## config.mk

```make
export PLATFORM = sky130hd
export DESIGN_NAME = ppf_div
export DESIGN_NICKNAME = d
export VERILOG_FILES = /design/src/ppf_pkg.sv /design/src/ppf_div.sv
export SDC_FILE = /design/constraint.sdc
export NUM_CORES = 1
export LEC_CHECK = 0
export ABC_AREA = 1
export CAP_MARGIN = 5
export CORE_MARGIN = 2
export CORE_UTILIZATION = 58
export DETAILED_ROUTE_END_ITERATION = 10
export DONT_BUFFER_PORTS = 1
export HOLD_SLACK_MARGIN = 0.05
export PLACE_DENSITY = 0.76
export SKIP_LAST_GASP = 1
export SLEW_MARGIN = 40
export SYNTH_ARGS = -nofsm -noshare
export SYNTH_HDL_FRONTEND = slang
export SYNTH_SLANG_ARGS = --single-unit
```

## constraint.sdc

```tcl
create_clock -name clk -period 1.9 [get_ports clk]
set_input_delay 0.095 -clock clk [delete_from_list [all_inputs] [get_ports clk]]
set_output_delay 0.095 -clock clk [all_outputs]
set_load 0.02 [all_outputs]
```

## src/ppf_pkg.sv

```systemverilog
package ppf_pkg;

    // Stream widths, whole bytes
    localparam int IN_W    = 192;
    localparam int OUT_W   = 152;
    localparam int SLOT_FW = 6;
    localparam int GRP_W   = 8;

    localparam logic FUNC_SPAWN = 1'b0;
    localparam logic FUNC_TICK  = 1'b1;

    typedef enum logic [1:0] {
        ST_SPAWNED = 2'd0,
        ST_FULL    = 2'd1,
        ST_LIVE    = 2'd2,
        ST_NONE    = 2'd3
    } status_t;

    typedef enum logic [3:0] {
        S_IDLE,
        S_FIND1,
        S_FIND2,
        S_PICK,
        S_DIV,
        S_SPAWN,
        S_FULL,
        S_SCAN,
        S_MOD,
        S_FLUSH
    } state_t;

    // One slot as held in the slot memory
    typedef struct packed {
        logic [23:0] pos_x;
        logic [23:0] pos_y;
        logic [23:0] pos_z;
        logic [15:0] vel_x;
        logic [15:0] vel_z;
        logic [23:0] rgb;
        logic [15:0] alpha;
        logic [15:0] step;
        logic [15:0] ticks;
        logic [15:0] height;
        logic [15:0] width;
    } slot_rec_t;

    typedef struct packed {
        status_t              status;
        logic [SLOT_FW-1:0]   slot;
        logic [23:0]          cur_x;
        logic [23:0]          cur_y;
        logic [23:0]          cur_z;
        logic [23:0]          out_rgb;
        logic [15:0]          cur_alpha;
        logic [15:0]          out_width;
        logic [15:0]          out_height;
        logic                 last;
    } res_t;

endpackage

```

## src/ppf_div.sv

```systemverilog
module ppf_div
    import ppf_pkg::*;
(
    input  logic        clk,
    input  logic        rst_n,
    input  logic        start,
    input  logic [15:0] dividend,
    input  logic [15:0] divisor,
    output logic        busy,
    output logic [15:0] quotient
);

    localparam int STEPS = 16;
    localparam int CNT_W = $clog2(STEPS);

    logic             busy_reg;
    logic [CNT_W-1:0] cnt_reg;
    logic [15:0]      rem_reg;
    logic [15:0]      quo_reg;
    logic [15:0]      dvs_reg;
    logic [16:0]      shifted;
    logic [17:0]      diff;

    // one quotient bit per cycle, restoring
    assign shifted = {rem_reg, quo_reg[15]};
    assign diff    = {1'b0, shifted} - {2'b00, dvs_reg};

    always_ff @(posedge clk or negedge rst_n)
    begin
        if (!rst_n)
        begin
            busy_reg <= 1'b0;
            cnt_reg  <= '0;
        end
        else if (start)
        begin
            busy_reg <= 1'b1;
            cnt_reg  <= '0;
        end
        else if (busy_reg)
        begin
            cnt_reg <= cnt_reg + 1'b1;
            if (cnt_reg == CNT_W'(STEPS - 1))
            begin
                busy_reg <= 1'b0;
            end
        end
    end

    always_ff @(posedge clk)
    begin
        if (start)
        begin
            rem_reg <= '0;
            quo_reg <= dividend;
            dvs_reg <= divisor;
        end
        else if (busy_reg)
        begin
            rem_reg <= diff[17] ? shifted[15:0] : diff[15:0];
            quo_reg <= {quo_reg[14:0], ~diff[17]};
        end
    end

    assign busy     = busy_reg;
    assign quotient = quo_reg;

endmodule

```

---- After elaboration in Yosys (flattened, before gate mapping) ----
Index checks and enable logic that the tools add are counted.
word-level totals
  input port bits ......................... 35
  flip-flop bits (word level) ............. 53
  output and inout bits ................... 17
  word-level logic and storage cells ...... 18
operators by class
  bitwise gates (word level) .............. 1
  add/subtract/negate cells ............... 2
  eq/ne operators ......................... 1
  muxes and demuxes ....................... 8
  reductions and logical operators ........ 1
operators with widths
  cell                 number
  $mux 16              3
  $sub 17x16->18       1
  $mux 4               2
  $add 4x1->4 const B  1
  $eq 4x4->1 const B   1
  $mux 1               3
  $reduce_bool 2->1    1
  $not 1->1            1

---- Depth between registers and ports, before layout ----
  word-level depth ........................ 4
  mapped depth ............................ 14
  gate-level depth less buffers ........... 14

---- Worst setup path after synthesis ----
Ideal clock, no wire load.
  path kind ............................... register -> register
  start point ............................. register quo_reg[15], in the netlist quotient[15]
  end point ............................... register rem_reg[14]
  buffers on the path ..................... 0
  data required time ...................... 1788 ps
  slack ................................... -93 ps
  stages on the path, launching flop included .. 15
  setup time .............................. 112 ps
  clock period less this slack ............ 1993 ps
  arrival time ............................ 1881 ps
  path through ............................ edfxtp_1 -> inv_1 -> ha_1 -> inv_1 -> fa_1 -> nand3_1 -> nand3_1 -> nand2_1 -> nand2_1 -> nand2_1 -> nand2_1 -> nand2_1 -> nand3_2 -> nand2_1 -> nand2_1
on the way
  longest elaborated chain between the ends .. 2
RTL lines
  what                    RTL line       source
  start, declared         ppf_div.sv:19  logic [15:0] quo_reg;
  start signal, assigned  ppf_div.sv:55  quo_reg <= dividend;
  start signal, assigned  ppf_div.sv:61  quo_reg <= {quo_reg[14:0], ~diff[17]};
  $sub 17x16->18          ppf_div.sv:26  assign diff = {1'b0, shifted} - {2'b00, dvs_reg};
  $mux 16                 ppf_div.sv:60  rem_reg <= diff[17] ? shifted[15:0] : diff[15:0];
  end signal, assigned    ppf_div.sv:60
  end, declared           ppf_div.sv:18  logic [15:0] rem_reg;
Every way passes these cells.
A chain may end at the register's enable or synchronous reset.

---- Worst setup path after layout ----
  start point ............................. register dvs_reg[10]
  end point ............................... register rem_reg[3]
on the way
  longest elaborated chain between the ends .. 2
RTL lines
  what                    RTL line       source
  start, declared         ppf_div.sv:20  logic [15:0] dvs_reg;
  start signal, assigned  ppf_div.sv:56  dvs_reg <= divisor;
  $sub 17x16->18          ppf_div.sv:26
  $mux 16                 ppf_div.sv:60
Every way passes these cells.

==> run_results.csv <==
group,metric,value,unit
status,status,"finished, violations left",
status,failed_checks,"setup timing",
setup_path,timing_worst_setup_path_type,"flip-flop to flip-flop",
drt,detailedRoute.firstIterationViolations,270,
synthesis,ys_seq_area_share,42.6,%
synthesis,post_synthesis_mux_area_share,0,%
die,ios,52,
synthesis,synth_fp_nets,486,
power,power.clock.fraction,12.6,%
cells_and_area,antenna_cells,0,
timing,hold_ws,75.4,ps
synthesis,yosys.area.top_type_share,29.1,%
grt,grt_max_degree,33,
timing,rsz0062_at_grt,"true",
cells_and_area,synthToLayoutAreaGrowth,30.5,%
timing,finalWorstPathRequiredPeriod,1920,ps
clock_tree,clock_latency,310,ps
setup_path,crit_required,2090,ps
placement,last_weighted_congestion_value_of_the_routability_driven_placer,0.916,
drt,drtAntennaViolNets,0,
cells_and_area,layout.cells.most_common_list,"sky130_fd_sc_hd__nand2_1, sky130_fd_sc_hd__inv_1, sky130_fd_sc_hd__nand3_1, sky130_fd_sc_hd__edfxtp_1, sky130_fd_sc_hd__dlygate4sd3_1",
synthesis,synth.yosys.warnings,0,
synthesis,post_synth_instance_area,3300,um^2
die,fp.dieArea,6310,um^2
grt,track_usage,25.2,%
timing,hold_viol_final,0,
clock_tree,cts_root_buf,"sky130_fd_sc_hd__clkbuf_8",
power,internal_pwr_total,0.00297,W
drt,drt_drc_violations_left,0,
die,row_count,27,
timing,report.final.slew_viol_count,0,
synthesis,netlist.top_cell.by_area,"sky130_fd_sc_hd__edfxtp_1",
synthesis,synth.area.top_cells,"sky130_fd_sc_hd__edfxtp_1, sky130_fd_sc_hd__nand2_1, sky130_fd_sc_hd__dfxtp_1",
synthesis,postSynthRegisterBits,53,
drt,totalWireLength,8720,um
clock_tree,cts_tree,"built",
timing,fin_worst_skew,10.5,ps
placement,place.detailed.instances,518,
synthesis,area_share_of_fa_ha_maj_cells_after_synthesis,7.05,%
die,die_h,79.4,um
synthesis,synth_xor_area_share,1.59,%
power,power.sequential.fraction,32.2,%
drt,detailroute.via_count,3173,
power,leakage,2.13,nW
cells_and_area,finalNetCount,553,
synthesis,synth-compound-area-share,4.44,%
setup_path,critical_path.startpoint_type,"flip-flop",
power,total_switching_power,0.00215,W
power,power-per-cell-area,1190,nW/um^2
drt,via_per_inst,5.54,
cells_and_area,utilization,78.2,%
die,initial_core_util,59.9,%
min_path,hold_path_class,"input pin to async pin",
grt,overflow,0,
grt,grt_antenna_before_repair,0,
grt,first_global_vias,2718,
power,swShare,42.0,%
synthesis,synth_cells,433,
timing,transition_at_the_pin_with_the_smallest_max_transition_slack,616,ps
cells_and_area,final_common_cell,"sky130_fd_sc_hd__nand2_1",
grt,grt_first_pass_wirelength,12400,um
drt,dr.pass1.iters,7,
die,die_w,79.4,um
power,report.power.total,0.00512,W
power,power.share.combinational,55.1,%
clock_tree,ctsHtreeMaxLevel,2,
setup_path,critical_path.max_fanout,10,
clock_tree,clock_sinks,53,
clock_tree,clk_path_buf_depth,2,
synthesis,synth_top_family_by_area,"simple AND/OR/NAND/NOR gates",
cells_and_area,fraction_of_layout_cells_with_a_size_suffix_above_1,19.4,%
timing,timing.final.crit_share,101,%
timing,slew_headroom,58.9,%
clock_tree,clkTransAtPathRegs,100,ps
synthesis,synth_cell_types,34,
placement,placement.io_buffers,0,
synthesis,post_synthesis_average_cell_area,7.62,um^2
power,ir_worst_vdd,0.000611,V
setup_path,crit_path_end_kind,"flip-flop",
timing,setup_violations,1,
die,core_region_area,5510,um^2
placement,hpwl,5120,um
timing,fmax,522,MHz
synthesis,yosys.area_share.simple,34.1,%
job,timing.max_cap.violations,0,
clock_tree,cts_inserted_buffers,5,
timing,timing.setup.tns,-17.0,ps
timing,minimum_setup_slack_in_the_final_design,-17.0,ps
setup_path,worst-endpoint-arrival,2110,ps
cells_and_area,instances_no_fill,573,
drt,avgRoutedWirePerCell,15.2,um
[path summary, 6_finish.rpt]
check | startpoint | end | slack (ps) | cells after the start
worst min-delay path | rst_n | cnt_reg[1] | 80 | 1
max in group asynchronous | rst_n | busy | 1610 | 1
min in group clk | dividend[0] | quotient[0] | 80 | 2
worst max register to register | dvs_reg[10] | rem_reg[3] | -20 | 11
worst max-delay path | dvs_reg[10] | rem_reg[3] | -20 | 11
worst min register to register | rem_reg[14] | rem_reg[14] | 480 | 2
[synth_stat cells (all sizes together)]
cell type and number:
a41oi 1, nand3 45, or2 1, and2 3
nor2 19, nor3 2, a31oi 1, nand3b 6
buf 3, inv 70, ha 17, a21oi 13
dlygate4sd1 1, nand4 6, nand2 169, xnor2 5
dfxtp 16, xor2 1, edfxtp 32, clkbuf 5
dfrtp 5, o21ai 11, fa 1
[logic make-up (layout without fill, tap and decap cells)]
| family | after synthesis | in the layout |
|---|---|---|
| and+or+nand+nor | 251 | 254 |
| xor gates and xnor gates | 6 | 6 |
| DFF | 53 | 53 |
| AOI/OAI and AO/OA | 26 | 26 |
| adders and majority gates | 18 | 18 |
| buffers and inverters | 79 | 144 |
[power groups by stage]
stage / Sequential, W / Clock [W] / Combinational, W
6_report: 0.00165 / 0.000647 / 0.00282
5_1_grt: 0.00167 / 0.000691 / 0.00307
4_1_cts: 0.00161 / 0.000652 / 0.00224
3_5_place_dp: 0.00163 / 0 / 0.00212
3_3_place_gp: 0.00163 / 0 / 0.00209
2_1_floorplan: 0.00160 / 0 / 0.00162
[through the flow]
stage / worst slack (ps) / instance area (um^2)
after floorplan: 3.19 / 3310
after global placement: 17.8 / 3510
after detailed placement: -33.8 / 3510
after CTS: -2.16 / 3960
after global routing: -80.2 / 4310
final: -17.0 / 4310
[critical path, cell delays in order (launching register included)]
cell and delay, ps:
sky130_fd_sc_hd__edfxtp_1 390, sky130_fd_sc_hd__inv_2 80, sky130_fd_sc_hd__ha_4 200, sky130_fd_sc_hd__nand2_2 100
sky130_fd_sc_hd__nand2_2 70, sky130_fd_sc_hd__nand2_2 80, sky130_fd_sc_hd__nand3_4 80, sky130_fd_sc_hd__a21oi_4 290
sky130_fd_sc_hd__clkbuf_16 230, sky130_fd_sc_hd__nand3_1 100, sky130_fd_sc_hd__nand3_1 100, sky130_fd_sc_hd__o21ai_0 90
[repair_timing]
action | in CTS | in global routing
gates resized for setup | 1 | 40
endpoints found under the setup margin | 15 | 17
hold buffers | 33 | 0
pin swaps | 0 | 18
hold endpoints to repair | 53 | 0
setup buffers | 1 | 8
gates cloned | 0 | 5
[metal layers]
layer  part of all wire [%]  global-route usage, %
met5                      0                      0
met4                    2.9                   5.17
met3                    8.5                   4.98
met2                     48                   43.9
met1                     40                   32.5
[area by class of cell]
class / count / area (um^2)
Multi-Input combinational cell: 304 / 1810
Sequential cell: 53 / 1410
Tap cell: 72 / 90.1
Inverter: 70 / 263
Clock inverter: 3 / 21.3
Clock buffer: 5 / 68.8
Fill cell: 363 / 1200
Timing Repair Buffer: 66 / 648
Note: power is estimated with default switching activity, not from simulation.
