**src/ppf_pkg.sv**
```systemverilog
package ppf_pkg;

    // Stream widths, whole bytes
    localparam int IN_W    = 192;
    localparam int OUT_W   = 152;
    localparam int SLOT_FW = 6;
    localparam int GRP_W   = 8;

    localparam logic FUNC_SPAWN = 1'b0;
    localparam logic FUNC_TICK  = 1'b1;

    typedef enum logic [1:0] {
        ST_SPAWNED = 2'd0,
        ST_FULL    = 2'd1,
        ST_LIVE    = 2'd2,
        ST_NONE    = 2'd3
    } status_t;

    typedef enum logic [3:0] {
        S_IDLE,
        S_FIND1,
        S_FIND2,
        S_PICK,
        S_DIV,
        S_SPAWN,
        S_FULL,
        S_SCAN,
        S_MOD,
        S_FLUSH
    } state_t;

    // One slot as held in the slot memory
    typedef struct packed {
        logic [23:0] pos_x;
        logic [23:0] pos_y;
        logic [23:0] pos_z;
        logic [15:0] vel_x;
        logic [15:0] vel_z;
        logic [23:0] rgb;
        logic [15:0] alpha;
        logic [15:0] step;
        logic [15:0] ticks;
        logic [15:0] height;
        logic [15:0] width;
    } slot_rec_t;

    typedef struct packed {
        status_t              status;
        logic [SLOT_FW-1:0]   slot;
        logic [23:0]          cur_x;
        logic [23:0]          cur_y;
        logic [23:0]          cur_z;
        logic [23:0]          out_rgb;
        logic [15:0]          cur_alpha;
        logic [15:0]          out_width;
        logic [15:0]          out_height;
        logic                 last;
    } res_t;

endpackage

```
**src/ppf_find.sv**
```systemverilog
module ppf_find
    import ppf_pkg::*;
#(
    parameter int POOL_SIZE = 64
)
(
    input  logic                 clk,
    input  logic [POOL_SIZE-1:0] free,
    output logic                 found,
    output logic [SLOT_FW-1:0]   slot
);

    localparam int NGRP = (POOL_SIZE + GRP_W - 1) / GRP_W;

    logic [NGRP*GRP_W-1:0] free_pad;
    logic                  grp_any_next [NGRP];
    logic [2:0]            grp_idx_next [NGRP];
    logic                  grp_any_reg  [NGRP];
    logic [2:0]            grp_idx_reg  [NGRP];
    logic                  found_next;
    logic [SLOT_FW-1:0]    slot_next;
    logic                  found_reg;
    logic [SLOT_FW-1:0]    slot_reg;

    // padding slots read as taken
    assign free_pad = (NGRP*GRP_W)'(free);

    always_comb
    begin
        for (int g = 0; g < NGRP; g++)
        begin
            grp_any_next[g] = 1'b0;
            grp_idx_next[g] = '0;
            for (int b = GRP_W - 1; b >= 0; b--)
            begin
                if (free_pad[g*GRP_W + b])
                begin
                    grp_any_next[g] = 1'b1;
                    grp_idx_next[g] = 3'(b);
                end
            end
        end
    end

    always_comb
    begin
        found_next = 1'b0;
        slot_next  = '0;
        for (int g = NGRP - 1; g >= 0; g--)
        begin
            if (grp_any_reg[g])
            begin
                found_next = 1'b1;
                slot_next  = {3'(g), grp_idx_reg[g]};
            end
        end
    end

    always_ff @(posedge clk)
    begin
        for (int g = 0; g < NGRP; g++)
        begin
            grp_any_reg[g] <= grp_any_next[g];
            grp_idx_reg[g] <= grp_idx_next[g];
        end
        found_reg <= found_next;
        slot_reg  <= slot_next;
    end

    assign found = found_reg;
    assign slot  = slot_reg;

endmodule

```
**config.mk**
```make
export PLATFORM = sky130hd
export DESIGN_NAME = ppf_find
export DESIGN_NICKNAME = d
export VERILOG_FILES = /design/src/ppf_pkg.sv /design/src/ppf_find.sv
export SDC_FILE = /design/constraint.sdc
export NUM_CORES = 1
export LEC_CHECK = 0
export BUFFER_PORTS_ARGS = -buffer_cell sky130_fd_sc_hd__buf_2
export CORE_ASPECT_RATIO = 1.4
export CORE_MARGIN = 10
export CORE_UTILIZATION = 45
export CTS_CLUSTER_DIAMETER = 120
export DETAILED_ROUTE_END_ITERATION = 10
export GPL_ROUTABILITY_DRIVEN = 0
export PLACE_DENSITY = 0.76
export SYNTH_ARGS = -nofsm -noshare
export SYNTH_HDL_FRONTEND = slang
export SYNTH_SLANG_ARGS = --single-unit
```
**constraint.sdc**
```tcl
create_clock -name clk -period 2.7 [get_ports clk]
set_input_delay 0.405 -clock clk [delete_from_list [all_inputs] [get_ports clk]]
set_output_delay 0.405 -clock clk [all_outputs]
set_load 0.01 [all_outputs]
```
=== Yosys cells after proc, flatten, opt, wreduce, memory -nomap -nowiden ===
Memories as Yosys holds them, arrays and structs flattened.
Cells that the tools add are included.

* Mux-type cells: 137
* Reduce and logical (&&, ||, !) cells: 3

{| class="wikitable"
|+ Operators by type and width
! cell !! number
|-
| 3-bit 2-to-1 mux || 65
|-
| 1-bit 2-to-1 mux || 65
|-
| 6-bit 2-to-1 mux || 4
|-
| 5-bit 2-to-1 mux || 2
|-
| 7-bit OR reduction || 1
|-
| 4-bit 2-to-1 mux || 1
|-
| 4-bit OR reduction || 1
|-
| 2-bit OR reduction || 1
|}

* Flip-flop bits (word level): 7
* Bits in writable memories: 32
* Output and inout bits: 7
* Logic and storage cells: 147
* Memories: 2

{| class="wikitable"
|+ Memory list
! memory !! depth !! width !! rd ports !! clocked after Yosys merged registers in !! wr ports !! RTL line !! RTL
|-
| grp_idx_reg || 8 || 3 || 8 || 0 || 8 || ppf_find.sv:19 || <nowiki>logic [2:0] grp_idx_reg [NGRP];</nowiki>
|-
| grp_any_reg || 8 || 1 || 8 || 0 || 8 || ppf_find.sv:18 || <nowiki>logic grp_any_reg [NGRP];</nowiki>
|}

=== Depth between registers and ports, before layout ===
Gate-level depths: netlist of the first run.
An unclocked memory read counts as a cell.

* Depth after elaboration: 9
* Depth in mapped cells: 5

=== Worst setup path after synthesis of the first run ===
OpenSTA, ideal clock, no wires.

* Kind: reg2reg
* From: memory grp_any_reg[6][0] (netlist: grp_any_reg[1][2])
* To: register slot_reg[0] (netlist: slot[0])
* Library setup time: 0.074 ns
* Arrival time: 0.845 ns
* Data required time: 2.626 ns
* Setup slack: 1.781 ns
* Cell stages (with the launch flop): 5
* Buffers on the path: 0
* Period minus slack after synthesis: 0.919 ns
* Path through: dfxtp_1 > nand2b_4 > o211ai_1 > nand3_1 > a31oi_1

{| class="wikitable"
|+ RTL lines
! what !! RTL line !! RTL
|-
| start, declared || ppf_find.sv:18 ||
|-
| end signal, assigned || ppf_find.sv:67 || <nowiki>slot_reg <= slot_next;</nowiki>
|-
| end, declared || ppf_find.sv:23 || <nowiki>logic [SLOT_FW-1:0] slot_reg;</nowiki>
|}

=== Worst setup path after layout of the first run ===
* From: register slot_reg[4] (netlist: slot[4])
* To: output slot[4]

{| class="wikitable"
|+ RTL lines
! what !! RTL line !! RTL
|-
| end, declared || ppf_find.sv:10 || <nowiki>output logic [SLOT_FW-1:0] slot</nowiki>
|}

No word-level cell between the ends.

==> qor.csv, run 1 <==
stage,metric,value,unit
setup_path,path_cells,buf_2,
drt,drt-initial-drc-count,78,
pwr,peakVddDrop,0.383,mV
cts,cts_tree,yes,
die,dieArea,0.00661,sq mm
layout,final_core_util,0.589,
setup_path,cp.arrival,0.71,ns
sta,tightest_slew,0.369,ns
logic_synthesis,netlist_instances,211,
cts,holdBufCountCts,0,
layout,largest_reg_flops,24,
sta,clock.fmax,894,MHz
run,cap_violations,0,
global_route,grt_pass1_vias,1675,
outcome,outcome,completed,
global_route,overflow,0,
logic_synthesis,mappedNetlistArea,0.00168,sq mm
sta,finalMaxSlewViolations,0,
cts,cts.path.max_buffers,2,
sta,finalCriticalPeriod,1.12,ns
logic_synthesis,ys.flop_type,dfxtp_1,
setup_path,cp_slowest_cell,dfxtp_1,
layout,drive_above_1_share,0.281,
pwr,powerDensity,499,mW/mm^2
layout,mostFrequentLayoutCells,"buf_2 (71), dfxtp_1 (39), a21oi_1 (27)",
cts,clk_pin_slew_worst_paths,0.06,ns
logic_synthesis,syn_area_per_cell,7.96,sq um
global_route,antenna_found_initial,0,
drt,vias,1649,
placement,port_buffers,71,
logic_synthesis,synth-warning-count,0,
sta,fin_crit_sh,0.414,
drt,dr.pass1.iters,4,
layout,filler_cell_count,356,
sta,fin_skew,0.00439,ns
die,start_util,0.461,
die,die_w,71.6,um
layout,layout_commonest_cell,buf_2,
cts,cts.sinks,39,
layout,multi_input_area,800,sq um
logic_synthesis,synth_edf_count,0,
logic_synthesis,yosysSeqAreaShare,0.465,
cts,clockRootBuffer,clkbuf_8,
setup_path,cp_max_fo,1,
logic_synthesis,synth_nets,276,
sta,hold_viol,0,
die,ios,72,
cts,insertion_delay,0.28,ns
die,die_h,92.3,um
logic_synthesis,synth-seq-cells,39,
pwr,p_total,1.07,mW
setup_path,slowest_delay,0.31,ns
logic_synthesis,synth_cell_types,22,
die,rows,26,
setup_path,crit_type,flop to output pin,
setup_path,crit_required,2.30,ns
cts,htree_levels,2,
layout,antenna_cells,0,
layout,area_growth,27.8,%
logic_synthesis,async_flop_share,0,
sta,max-slew-margin-rel,0.751,
global_route,grt_util_all_layers,0.118,
sta,rsz0062_at_grt,no,
die,core_area,0.00364,sq mm
cts,numCtsBuffers,5,
layout,fin_nets,351,
drt,remaining_drc_errors,0,
placement,hpwl,3.41,mm
sta,fin_setup_tns,0,ns
drt,wire_per_inst,11.9,um
drt,ant_nets,0,
drt,drt-vias-per-instance,5.04,
drt,wl,3.89,mm
setup_path,path_delay_family,flip-flops,
setup_path,critPathBufInv,1,
pwr,leakagePower,1.01,nW
sta,setup_viol,0,
global_route,grt_max_degree,11,
setup_path,endpoint_kind,output pin,
setup_path,cp-start-kind,flop,
global_route,grt_pass1_wl,6.49,mm
cts,cts_resized,0,
worst_hold_path,min-delay-path-class,input pin to flop,
cts,post-cts-setup-buffers,0,
layout,regArea,781,sq um
metrics by stage:
| stage | hold WS (ns) | worst slack [ns] | std cells | area [sq um] |
|---|---|---|---|---|
| finish | 0.306 | 1.58 | 327 | 2150 |
| global route | 0.300 | 1.53 | 327 | 2150 |
| CTS | 0.297 | 1.56 | 327 | 2150 |
| detailed placement | 0.512 | 1.55 | 321 | 2070 |
| global placement | 0.501 | 1.59 | 321 | 2070 |
| floorplan | 0.474 | 1.78 | 211 | 1680 |
path summary, 6_finish.rpt:
path / start / to / slack [ns] / cells past startpoint
max: slot[4] / slot[4] / 1.58 / 1
min: free[48] / grp_idx_reg[1][6] / 0.31 / 2
max reg2reg: grp_any_reg[1][2] / slot[2] / 1.64 / 4
min reg2reg: grp_idx_reg[0][1] / slot[1] / 0.51 / 2
final cells by class:
type                       count  area share
inverter                      23      0.0402
sequential                    39       0.364
multi-input combinational    146       0.372
tap                           42      0.0245
timing repair buffer          71       0.166
clock buffer                   6      0.0338
cell usage after synthesis, types with 2 or more instances:
| cell | number | area (sq um) |
|---|---|---|
| dfxtp_1 | 39 | 781 |
| a21oi_1 | 27 | 135 |
| nor3_1 | 24 | 120 |
| inv_1 | 23 | 86.3 |
| nand2_1 | 19 | 71.3 |
| nor4_1 | 17 | 106 |
| nor2_1 | 12 | 45.0 |
| nor2b_1 | 11 | 68.8 |
| o21bai_1 | 9 | 67.6 |
| nand2b_1 | 8 | 50.1 |
| nand3_1 | 4 | 20.0 |
| a31oi_1 | 3 | 18.8 |
| o211ai_1 | 3 | 22.5 |
| nor2_2 | 2 | 12.5 |
| o21ai_0 | 2 | 10.0 |
| o21ai_1 | 2 | 10.0 |
kinds of logic (layout without fill, tap and decap cells):
family / Yosys count / in the layout / synth area share
buf+inv: 26 / 100 / 0.0596
compound gates: 47 / 47 / 0.162
flops: 39 / 39 / 0.465
simple gates: 99 / 99 / 0.314
power breakdown:
group | internal (mW) | total, mW | switching [mW]
Combinational | 0.0662 | 0.131 | 0.0647
Clock | 0.172 | 0.338 | 0.166
Sequential | 0.597 | 0.603 | 0.00591
Total | 0.834 | 1.07 | 0.237
per-layer routing:
metal  routed length [um]  track usage  vias up
met5                    0            0        -
met4                   48       0.0388        0
met3                  292       0.0556        7
met2                 2150        0.228       42
met1                 1400        0.100      719
li1                     -            -      881
Power figures use the tool's default switching activity.
==> inputs of run 2 (changes only) <==
Settings changed: CORE_UTILIZATION 45 to 42, PLACE_DENSITY 0.76 to 0.75.
Clock period 2.7 ns to 1 ns, I/O delays scaled along.
==> qor.csv, run 2 (synthesized netlist as in run 1, its figures left out) <==
stage,metric,value,unit
setup_path,cp.arrival,1.22,ns
die,die_h,94.8,um
layout,final_core_util,0.565,
layout,fin_nets,353,
placement,hpwl,3.39,mm
layout,finalNonFillerCells,332,
pwr,leakagePower,1.02,nW
cts,cts_tree,yes,
placement,port_buffers,71,
global_route,use_met1,0.107,
global_route,antenna_found_initial,0,
drt,wire_per_inst,12.0,um
drt,remaining_drc_errors,0,
outcome,outcome,"complete, but fails checks",
cts,cts.path.max_buffers,2,
die,die_w,73.5,um
setup_path,crit_required,1.21,ns
placement,place_inst,324,
sta,fin_hold_ws,0.0392,ns
cts,cts.sinks,39,
setup_path,endpoint_kind,flop,
setup_path,r2r-start,grp_any_reg[1][2],
layout,area_growth,30.7,%
setup_path,slowest_delay,0.35,ns
die,ios,72,
sta,rsz0062_at_grt,yes,
layout,largest_reg_flops,24,
global_route,grt_max_degree,12,
cts,clk_pin_slew_worst_paths,0.07,ns
sta,tightest_slew,0.418,ns
layout,drive_above_1_share,0.304,
sta,fin_setup_tns,-0.00201,ns
drt,dr.pass1.iters,4,
die,start_util,0.433,
worst_hold_path,min-delay-path-class,input pin to flop,
pwr,p_sw,0.675,mW
layout,filler_cell_count,367,
sta,finalCriticalPeriod,1.00,ns
setup_path,cp_max_fo,7,
sta,setup_ws,-0.00201,ns
layout,final_area,0.00220,sq mm
sta,max-slew-margin-rel,0.719,
sta,clock.fmax,998,MHz
worst_hold_path,min_from,free[8],
drt,drt-initial-drc-count,61,
layout,antenna_cells,0,
pwr,peakVddDrop,0.926,mV
setup_path,cp-startpoint,grp_any_reg[1][2],
sta,hold_viol,0,
die,rows,27,
setup_path,path_cells,"nand2b_4, o211ai_1, nand3_1, a31oi_1",
sta,setup_viol,1,
pwr,p_total,2.95,mW
pwr,p_sw_frac,0.229,
setup_path,crit_type,flop to flop,
drt,drt-vias-per-instance,4.97,
pwr,p_comb_frac,0.119,
cts,clockRootBuffer,clkbuf_8,
sta,fin_crit_sh,1.00,
pwr,powerDensity,1340,mW/mm^2
die,dieArea,0.00697,sq mm
drt,ant_nets,0,
placement,pre_cts_slack,-0.0206,ns
cts,holdBufCountCts,0,
global_route,grt_pass1_wl,6.50,mm
cts,post-cts-setup-buffers,0,
drt,wl,4.00,mm
layout,mostFrequentLayoutCells,"buf_2 (71), dfxtp_1 (35), a21oi_1 (27)",
setup_path,cp-start-kind,flop,
global_route,overflow,0,
global_route,grt_util_all_layers,0.114,
sta,fin_skew,0.00483,ns
pwr,seq_power_share,0.551,
sta,finalMaxSlewViolations,0,
layout,layout_commonest_cell,buf_2,
global_route,use_met2,0.209,
pwr,p_int,2.28,mW
setup_path,cp_slowest_cell,dfxtp_2,
global_route,grtUsageMet3,0.0441,
run,cap_violations,0,
die,core_area,0.00388,sq mm
cts,insertion_delay,0.28,ns
drt,vias,1649,
global_route,grt-busiest-layer,met2,
global_route,grt_pass1_vias,1648,
cts,numCtsBuffers,5,
placement,placed_area,0.00209,sq mm
outcome,violations,setup timing,
cts,htree_levels,2,
pwr,clkPwrFrac,0.330,
==> run 2: worst paths after layout <==
check / endpoint / depth (start not counted) / slack [ns]
setup / recovery: slot[2] / 4 / -0.002
hold / removal: grp_idx_reg[0][3] / 2 / 0.04
setup reg to reg: slot[2] / 4 / -0.002
hold reg to reg: slot[1] / 2 / 0.52
==> run 2: power by group through the flow <==
stage               Combinational [mW]  Clock, mW  Sequential (mW)
floorplan                        0.141          0             1.66
global placement                 0.343          0             1.66
detailed placement               0.353          0             1.66
CTS                              0.354       1.00             1.63
global route                     0.402       1.07             1.63
finish                           0.351      0.972             1.63
==> run 2: repair_timing <==
action                                  CTS  global route
resized for setup                         2             6
pin swaps                                 1             2
endpoints found under the setup margin    2             6
cloned                                    0             0
==> run 2: cell type report <==
type	instances	area (sq um)	share of cell area
flip-flops and latches	39	788	0.359
inverters	23	86.3	0.0393
repair buffers	73	370	0.169
clock inverters	1	5.00	0.00228
well taps	43	53.8	0.0245
multi-input cells	146	816	0.372
clock buffers	7	76.3	0.0348
==> run 2: layer usage <==
| metal | vias up | part of all wire |
|---|---|---|
| met4 | 0 | 0.015 |
| met5 | - | 0 |
| met2 | 45 | 0.52 |
| met1 | 712 | 0.39 |
| li1 | 886 | - |
| met3 | 6 | 0.074 |
==> run 2: worst max-delay path, delay by kind of cell (launching register included) <==
kind	cells	cell delay, ns
compound gates	2	0.32
simple gates	2	0.26
flops	1	0.35
